`src/rtl/ctot_pkg.sv`:
```
// Package for the counter-triggered operation table.
// Shared sizes, result codes, table entry layout and controller/datapath structs.
// No dependencies.
package ctot_pkg;

  localparam int TABLE_DEPTH   = 64;
  localparam int COUNTER_COUNT = 64;
  localparam int SLOT_COUNT    = 256;

  localparam int ADDR_W = (TABLE_DEPTH > 1) ? $clog2(TABLE_DEPTH) : 1;
  localparam int FILL_W = $clog2(TABLE_DEPTH + 1);

  localparam int CTR_W   = 6;
  localparam int KIND_W  = 3;
  localparam int SLOT_W  = 8;
  localparam int LIMIT_W = 64;
  localparam int STAT_W  = 2;

  localparam logic [KIND_W-1:0] KIND_MAX = 3'd6;

  typedef enum logic [STAT_W-1:0] {
    ST_ARMED    = 2'd0,
    ST_REJECTED = 2'd1,
    ST_FIRED    = 2'd2,
    ST_NONE     = 2'd3
  } status_e;

  typedef enum logic {
    CMD_ARM  = 1'b0,
    CMD_PULL = 1'b1
  } cmd_e;

  typedef struct packed {
    logic [CTR_W-1:0]   counter;
    logic [KIND_W-1:0]  kind;
    logic [SLOT_W-1:0]  slot;
    logic [LIMIT_W-1:0] limit;
  } entry_t;

  localparam int ENTRY_W = $bits(entry_t);

  // controller -> datapath
  typedef struct packed {
    logic capture;    // latch accepted transaction, reset scan pointers
    logic arm_done;   // write entry if legal, load arm result
    logic rd_issue;   // read table at scan pointer
    logic eval_keep;  // entry survives: compact it to write pointer
    logic eval_fire;  // entry fires: push previous pending, hold this one
    logic finish;     // emit final result, commit new fill
  } ctl_cmd_t;

  // datapath -> controller
  typedef struct packed {
    logic scan_done;
    logic fire;
    logic pend_valid;
    logic out_free;
  } dp_stat_t;

endpackage

```
`src/rtl/ctot_ctl.sv`:
```
// Controller FSM of the counter-triggered operation table.
// Depends on ctot_pkg (command codes, command/status structs).
module ctot_ctl (
  input  logic                clk_i,
  input  logic                rst_ni,
  input  logic                in_valid_i,
  output logic                in_stall_o,
  input  logic                cmd_i,
  input  ctot_pkg::dp_stat_t  stat_i,
  output ctot_pkg::ctl_cmd_t  ctl_o
);
  import ctot_pkg::*;

  typedef enum logic [4:0] {
    S_IDLE = 5'b00001,
    S_ARM  = 5'b00010,
    S_RD   = 5'b00100,
    S_EV   = 5'b01000,
    S_END  = 5'b10000
  } state_e;

  state_e state_q, state_d;

  always_comb begin
    state_d    = state_q;
    ctl_o      = '0;
    in_stall_o = 1'b1;
    case (state_q)
      S_IDLE: begin
        in_stall_o = 1'b0;
        if (in_valid_i) begin
          ctl_o.capture = 1'b1;
          state_d = (cmd_i == CMD_PULL) ? S_RD : S_ARM;
        end
      end
      S_ARM: begin
        if (stat_i.out_free) begin
          ctl_o.arm_done = 1'b1;
          state_d = S_IDLE;
        end
      end
      S_RD: begin
        if (stat_i.scan_done) begin
          state_d = S_END;
        end else begin
          ctl_o.rd_issue = 1'b1;
          state_d = S_EV;
        end
      end
      S_EV: begin
        if (!stat_i.fire) begin
          ctl_o.eval_keep = 1'b1;
          state_d = S_RD;
        end else if (!stat_i.pend_valid || stat_i.out_free) begin
          ctl_o.eval_fire = 1'b1;
          state_d = S_RD;
        end
      end
      S_END: begin
        if (stat_i.out_free) begin
          ctl_o.finish = 1'b1;
          state_d = S_IDLE;
        end
      end
      default: begin
        state_d = S_IDLE;
      end
    endcase
  end

  always_ff @(posedge clk_i or negedge rst_ni) begin
    if (!rst_ni) begin
      state_q <= S_IDLE;
    end else begin
      state_q <= state_d;
    end
  end

endmodule

```
`config.mk`:
```
export PLATFORM = sky130hd
export DESIGN_NAME = ctot_ctl
export DESIGN_NICKNAME = d
export VERILOG_FILES = /design/src/rtl/ctot_pkg.sv /design/src/rtl/ctot_ctl.sv
export SDC_FILE = /design/constraint.sdc
export NUM_CORES = 1
export LEC_CHECK = 0
export BUFFER_PORTS_ARGS = -buffer_cell sky130_fd_sc_hd__buf_2
export CORE_UTILIZATION = 27
export DETAILED_ROUTE_END_ITERATION = 16
export GPL_ROUTABILITY_DRIVEN = 0
export GPL_TIMING_DRIVEN = 0
export PLACE_DENSITY = 0.46
export SLEW_MARGIN = 30
export SYNTH_ARGS = -nofsm -noshare
export SYNTH_HDL_FRONTEND = slang
export SYNTH_SLANG_ARGS = --single-unit
export TNS_END_PERCENT = 100
```
`constraint.sdc`:
```
create_clock -name clk_i -period 2.6 [get_ports clk_i]
set_clock_uncertainty 0.05 [all_clocks]
set_input_delay 0.52 -clock clk_i [delete_from_list [all_inputs] [get_ports clk_i]]
set_output_delay 0.52 -clock clk_i [all_outputs]
set_load 0.1 [all_outputs]
```
* Word level (Yosys, flattened, before mapping) *
Cells that the tools add are included.
W data, S select, Z words.

word-level totals
  register bits after elaboration = 5
  input port bits = 8
  output and inout bits = 7
  word-level logic and storage cells = 32

cells by class
  eq/ne operators = 8
  muxes and demuxes = 19
  reduce and logical (&&, ||, !) cells = 4

operators with widths
  operator              count
  $mux W5               5
  $pmux W5 S4           1
  $mux W1               11
  $eq A5 B1 Y1 const B  1
  $eq A5 B2 Y1 const B  1
  $eq A5 B3 Y1 const B  1
  $eq A5 B4 Y1 const B  1
  $eq A5 B5 Y1 const B  1
  $mux W3               1
  $ne A3 B3 Y1 const B  1
  $reduce_and A3 Y1     1
  $mux W2               1
  $ne A2 B1 Y1 const B  1
  $ne A2 B2 Y1 const B  1
  $reduce_or A2 Y1      1
  $logic_not A1 Y1      1
  $logic_or A1 B1 Y1    1

* Depth between registers and ports, before layout *
Gate-level depths: netlist of the first run.

  word-level depth = 5
  mapped depth = 4
  gate-level depth less buffers = 3

* Worst setup path before layout of the first run *
OpenSTA, ideal clock, no wires.

  path type = reg-to-output
  from = reg state_q[1]
  to = out ctl_o[0] in the netlist's numbering
  arrival = 3753 ps
  required time = 2030 ps
  slack = -1723 ps
  stages on the path, launching flop included = 4
  buffers on the path = 1
  cell sequence = dfrtp_1 > clkbuf_1 > or2_2 > nor4_1

RTL lines
  item                    RTL line        RTL
  from (decl)             ctot_ctl.sv:22  state_e state_q, state_d;
  from (signal assigned)  ctot_ctl.sv:75  state_q <= state_d;
  to (decl)               ctot_ctl.sv:10  output ctot_pkg::ctl_cmd_t ctl_o

==> summary.log, run 1 <==
qor: status.outcome finished clean
qor: sta.rsz0062_at_grt false
qor: routing.route.detailed.drc 0
qor: clock_network.clockBufferDepth 2
qor: logic_synthesis.async_flop_share 100.0%
qor: sta.max-slew-margin-rel 67.82%
qor: global_route.overall_routing_resource_usage 12.57%
qor: place.numPlacedInstances 77
qor: routing.first_iter_violations 4
qor: layout.largest_register_ffs 5
qor: logic_synthesis.edff_count_synth 0
qor: routing.route.detailed.vias_per_inst 5.012
qor: layout.area_growth 44.41%
qor: routing.routed_wl 1003 µm
qor: logic_synthesis.synthesis.instances 48
qor: setup_path.cp_data_arrival_time 1.97 ns
qor: sta.achievable-frequency 394.1 MHz
qor: job.timing.max_cap.violations 0
qor: layout.insertedDiodeCount 0
qor: power_and_ir_drop.ir_worst_vdd 1017 µV
qor: clock_network.cts_post_setup_buffers_inserted 0
qor: logic_synthesis.synthFlopType dfrtp_1
qor: clock_network.tritoncts.num_buffers 3
qor: layout.area_used_by_multi_input_combinational_logic 306.5 µm²
qor: setup_path.start_kind flop
qor: logic_synthesis.synth.cells.most_frequent nor4_1, dfrtp_1
qor: logic_synthesis.synth-warning-count 0
qor: sta.final.min_clock_period 2.538 ns
qor: logic_synthesis.synth_nets 56
qor: place.count_of_buffers_from_port_buffering 14
qor: clock_network.clock_latency 0.24 ns
qor: clock_network.tritoncts built
qor: power_and_ir_drop.seqPwrFrac 14.8%
qor: setup_path.worst_ep_required_time 2.03 ns
qor: setup_path.reg2reg_from state_q[0]$_DFFE_PN1P_
qor: routing.drt.antenna.violating_nets 0
qor: routing.detail_route.wl_per_cell 12.38 µm
qor: setup_path.worst-path-max-fanout 9
qor: sta.timing_worst_slew_pin_value 0.4860 ns
qor: sta.layout_worst_path_cycle_share 97.60%
qor: floorplanning.fp.dieArea 1738 µm²
qor: logic_synthesis.synth_top_cells_by_area dfrtp_1, nor4_1, dfstp_2
qor: setup_path.r2r-end state_q[0]$_DFFE_PN1P_
qor: clock_network.postCtsHoldBufs 0
qor: place.detailed_place_hpwl 763.5 µm
qor: floorplanning.die_w 41.70 µm
qor: logic_synthesis.yosysMostFrequentCell nor4_1
qor: setup_path.criticalPathCategory flop to output pin
qor: logic_synthesis.synth_sequential_area_ratio 29.71%
qor: floorplanning.rows 13
qor: logic_synthesis.synthesis.area 425.4 µm²
qor: place.place_ws 0.1138 ns
qor: sta.final_critical_path_setup_slack 0.06228 ns
qor: routing.detailedRoute.firstPassIterationCount 3
qor: layout.final.fill_count 144
qor: floorplanning.num_io_pins 15
qor: logic_synthesis.syn_area_per_cell 8.863 µm²
qor: logic_synthesis.synth_top_cell_area_share 23.53%
qor: sta.final_number_of_setup_violating_endpoints 0
qor: clock_network.clockRootBuffer clkbuf_4
qor: routing.num_vias 406
qor: global_route.grt_pass1_vias 384
qor: clock_network.cts.repair.resized 3
qor: power_and_ir_drop.p_comb_share 73.2%
qor: setup_path.ff2ff_path_depth 4
qor: power_and_ir_drop.power_frac_clock 12.0%
qor: global_route.grt_max_degree 11
qor: power_and_ir_drop.total_switching_power 0.4035 mW
qor: min_path.hold_class input pin to asynchronous set/reset pin
qor: clock_network.cts_sinks 5
qor: global_route.grt_overflow 0
qor: logic_synthesis.synth-seq-cells 5
qor: setup_path.regToRegSetupSlack 0.93 ns
qor: layout.post_layout_nets 75
qor: floorplanning.fp.coreArea 1383 µm²
qor: layout.final_cell_count_without_fillers 81
qor: sta.fin_setup_tns 0 ns
qor: floorplanning.die_y 41.70 µm
qor: power_and_ir_drop.power_leakage 0.2987 nW
qor: layout.max_flop_register state_q
qor: layout.top_regs state_q (5)
qor: clock_network.path_clk_slew 0.05 ns
qor: floorplanning.initial_utilization 30.77%
qor: setup_path.crit_path_end_kind output pin
qor: layout.sequential_cell_area 126.4 µm²
qor: sta.slew_viol_final 0
qor: power_and_ir_drop.internal_power 0.3532 mW
qor: sta.hold_viol 0
qor: power_and_ir_drop.power_per_cell_area 1232 nW/µm²
qor: global_route.first_pass_grt_wire_length 1725 µm
qor: logic_synthesis.synth.largest_area_cell dfrtp_1
qor: power_and_ir_drop.total_power 0.7567 mW
qor: logic_synthesis.synthDistinctLibCells 28
qor: clock_network.htreeDepth 1
qor: power_and_ir_drop.switching_part_of_the_total 53.32%
qor: global_route.antenna_found_initial 0
qor: layout.layout-drive-gt1-share 54.55%
-- power by group through the flow --
stage / registers [mW] / logic, mW / clock network (mW)
6_report: 0.112 / 0.554 / 0.0906
5_1_grt: 0.114 / 0.589 / 0.0978
4_1_cts: 0.112 / 0.541 / 0.0940
3_5_place_dp: 0.113 / 0.528 / 0
3_3_place_gp: 0.113 / 0.528 / 0
2_1_floorplan: 0.112 / 0.460 / 0
-- logic make-up after synthesis --
family	count (synthesis)	share of synthesized area, %
DFF	5	29.71
AOI/OAI and AO/OA	6	12.06
and+or+nand+nor	28	44.41
buffers and inverters	7	9.704
xor gates and xnor gates	2	4.118
-- layer usage --
metal | track usage [%] | vias up | share of wire, % | wire (µm)
met5 | 0 | - | 0 | 0
met4 | 1.935 | 0 | 0 | 0
met3 | 3.913 | 0 | 4.6 | 46
met2 | 20.00 | 10 | 48 | 477
met1 | 16.98 | 188 | 48 | 480
li1 | - | 208 | - | -
-- worst max-delay path, stage by stage, from the launching register on --
cell and delay, ns:
dfstp_2 0.51, buf_4 0.16, or4b_4 0.48, or2_4 0.27
nor2_4 0.12, buf_12 0.18
-- metrics by stage --
stage | hold WS [ns] | cell area, µm² | utilization (%)
after CTS | 0.02289 | 601.8 | 43.53
final | 0.02703 | 614.3 | 44.43
after global placement | 0.2896 | 565.5 | 40.91
after floorplan | 0.1744 | 476.7 | -
after global routing | 0.02880 | 614.3 | 44.43
after detailed placement | 0.2906 | 565.5 | 40.91
-- how the worst max path moves through the flow --
stage | cells past startpoint | start | end
floorplan | 4 | state_q[0]$_DFFE_PN1P_ | ctl_o[5]
global placement | 5 | state_q[0]$_DFFE_PN1P_ | ctl_o[5]
detailed placement | 5 | state_q[0]$_DFFE_PN1P_ | ctl_o[5]
CTS | 5 | state_q[0]$_DFFE_PN1P_ | ctl_o[5]
global route | 5 | state_q[0]$_DFFE_PN1P_ | ctl_o[5]
finish | 5 | state_q[0]$_DFFE_PN1P_ | ctl_o[5]
-- layout by cell type (no fill, tap or decap) --
master and n:
nor2b_1 2, nor4b_2 1, o21ai_0 2, nor3b_4 1, nand2_1 3, and4_1 1
buf_12 1, or4_1 1, a21o_1 2, clkbuf_4 3, inv_1 1, and4b_1 1
xnor2_1 1, or4b_4 1, nor2_4 1, nor2_2 1, o32ai_2 1, clkinv_2 1
nor4_1 3, dfrtp_1 4, buf_2 14, buf_4 2, dfstp_2 1, nor2_1 2
o211a_1 1, nor4_4 2, or2_4 1, and3b_1 1, nor3_1 2, buf_6 2
nor3b_1 1, xor2_1 1, or2_2 3, clkbuf_1 1
-- final cells by class --
type / count / area share [%]
well taps: 15 / 3.055
multi-input cells: 36 / 49.90
flip-flops and latches: 5 / 20.57
repair buffers: 14 / 14.87
clock buffers: 3 / 3.666
plain buffers: 6 / 6.517
clock inverters: 1 / 0.8147
inverters: 1 / 0.6110
Power figures use the tool's default switching activity.
==> inputs of run 2 (changes only) <==
PLACE_DENSITY = default   (was 0.46)
==> summary.log, run 2 (synthesis gave the netlist of run 1 again) <==
qor: global_route.antenna_found_initial 0 [unchanged]
qor: min_path.hold_class input pin to asynchronous set/reset pin
qor: power_and_ir_drop.ir_worst_vdd 1343 µV [+32%]
qor: sta.fin_setup_tns 0 ns [unchanged]
qor: layout.mostFrequentLayoutCells buf_2, dfrtp_1
qor: sta.final.min_clock_period 2.507 ns [-0.03048 ns]
qor: global_route.overall_routing_resource_usage 13.20% [+0.63 points]
qor: sta.rsz0062_at_grt false
qor: global_route.grt_max_degree 11 [unchanged]
qor: sta.achievable-frequency 398.8 MHz [+1.2%]
qor: sta.hold_viol 0 [unchanged]
qor: setup_path.worst_ep_required_time 2.03 ns [about the same]
qor: status.outcome finished clean
qor: clock_network.tritoncts built
qor: clock_network.path_clk_slew 0.04 ns [about the same]
qor: routing.detailedRoute.firstPassIterationCount 4 [+1]
qor: clock_network.cts_sinks 5 [unchanged]
qor: layout.finish.utilization 44.62% [+0.18 points]
qor: floorplanning.num_io_pins 15 [unchanged]
qor: sta.max-slew-margin-rel 67.94% [+0.11 points]
qor: sta.timing_worst_slew_pin_value 0.4843 ns [-0.001736 ns]
qor: routing.drt.antenna.violating_nets 0 [unchanged]
qor: setup_path.crit_path_cell_trace buf_6 > or4b_4 > or2_4 > nor2_4 > buf_12
qor: job.timing.max_cap.violations 0 [unchanged]
qor: floorplanning.fp.coreArea 1383 µm² [unchanged]
qor: routing.route.detailed.drc 0 [unchanged]
qor: setup_path.cpPeakStageDelay 0.52 ns [about the same]
qor: clock_network.htreeDepth 1 [unchanged]
qor: routing.num_vias 408 [+0.49%]
qor: layout.max_flop_register state_q
qor: power_and_ir_drop.power_per_cell_area 1233 nW/µm² [about the same]
qor: floorplanning.rows 13 [unchanged]
qor: setup_path.crit_path_end_kind output pin
qor: layout.final.fill_count 138 [-4.2%]
qor: sta.slew_viol_final 0 [unchanged]
qor: setup_path.start_kind flop
qor: power_and_ir_drop.power_leakage 0.2974 nW [-0.46%]
qor: layout.top_regs state_q (5)
qor: layout.post_layout_nets 75 [unchanged]
qor: clock_network.clockBufferDepth 2 [unchanged]
qor: floorplanning.initial_utilization 30.77% [unchanged]
qor: floorplanning.die_w 41.70 µm [unchanged]
qor: sta.layout_worst_path_cycle_share 96.43% [-1.2 points]
qor: global_route.grt_pass1_vias 390 [+1.6%]
qor: clock_network.clockRootBuffer clkbuf_4
qor: floorplanning.fp.dieArea 1738 µm² [unchanged]
qor: place.detailed_place_hpwl 705.2 µm [-7.6%]
qor: layout.insertedDiodeCount 0 [unchanged]
qor: setup_path.criticalPathCategory flop to output pin
qor: clock_network.cts_post_setup_buffers_inserted 0 [unchanged]
qor: setup_path.cp_data_arrival_time 1.94 ns [-0.03 ns]
qor: clock_network.clock_latency 0.24 ns [about the same]
qor: layout.largest_register_ffs 5 [unchanged]
qor: global_route.grt_overflow 0 [unchanged]
qor: floorplanning.die_y 41.70 µm [unchanged]
qor: clock_network.tritoncts.num_buffers 3 [unchanged]
qor: place.count_of_buffers_from_port_buffering 14 [unchanged]
qor: routing.routed_wl 929 µm [-7.4%]
qor: setup_path.critical-path-slowest-cell dfstp_2
qor: layout.layout-drive-gt1-share 53.03% [-1.5 points]
qor: global_route.first_pass_grt_wire_length 1738 µm [+0.75%]
qor: setup_path.worst-path-max-fanout 9 [unchanged]
qor: sta.final_number_of_setup_violating_endpoints 0 [unchanged]
qor: layout.area_growth 45.00%
qor: routing.route.detailed.vias_per_inst 5.037 [+0.49%]
qor: layout.layout.cells.most_common buf_2
qor: routing.detail_route.wl_per_cell 11.47 µm [-7.4%]
qor: routing.first_iter_violations 3 [-1]
run 2: final timing paths:
check / start / slack, ns / end / cells after the start
max: state_q[0]$_DFFE_PN1P_ / 0.09 / ctl_o[5] / 5
min: rst_ni / 0.03 / state_q[3]$_DFFE_PN0P_ / 1
max reg2reg: state_q[0]$_DFFE_PN1P_ / 0.94 / state_q[0]$_DFFE_PN1P_ / 4
min reg2reg: state_q[4]$_DFFE_PN0P_ / 0.55 / state_q[4]$_DFFE_PN0P_ / 2
max in group asynchronous: rst_ni / 2.26 / state_q[0]$_DFFE_PN1P_ / 1
min in group clk_i: in_valid_i / 0.41 / state_q[0]$_DFFE_PN1P_ / 2
run 2: final cells by class:
type                       count  area [µm²]  area share, %
timing repair buffer          14       91.34          14.81
buffer                         6       43.79          7.099
tap                           15       18.77          3.043
clock buffer                   4       26.28          4.260
inverter                       1       3.754         0.6085
multi-input combinational     36       306.5          49.70
sequential                     5       126.4          20.49
run 2: per-layer routing:
metal  GRT usage, %  share of wire [%]  vias up
li1               -                  -      210
met1          15.90                 48      184
met2          20.63                 47       12
met3          3.913                3.7        2
met4          7.742                1.4        0
met5              0                  0        -
run 2: power by group:
group	total (mW)	internal [mW]	switching [mW]
combinational	0.559	0.196	0.363
clock	0.0869	0.0578	0.0291
sequential	0.115	0.107	0.00740
run 2: per-stage QoR:
step | total power [mW] | hold slack, ns | setup WS, ns | area [µm²] | cells
2_1_floorplan | 0.5719 | 0.1744 | 0.007376 | 476.7 | 48
3_3_place_gp | 0.6364 | 0.2868 | 0.1210 | 565.5 | 77
6_report | 0.7604 | 0.03115 | 0.09276 | 616.8 | 81
5_1_grt | 0.8162 | 0.01923 | 0.003342 | 616.8 | 81
3_5_place_dp | 0.6441 | 0.2834 | 0.1097 | 565.5 | 77
4_1_cts | 0.7464 | 0.02475 | 0.02746 | 600.6 | 81
run 2: critical path: cells and delay by family, from the launching register on:
kind	cells	cell delay, ns
flops	1	0.52
buf+inv	2	0.31
simple gates	3	0.87
run 2: timing repair:
action	in CTS	in global routing
setup endpoints to repair	2	2
resized for setup	3	4
hold buffers	0	0
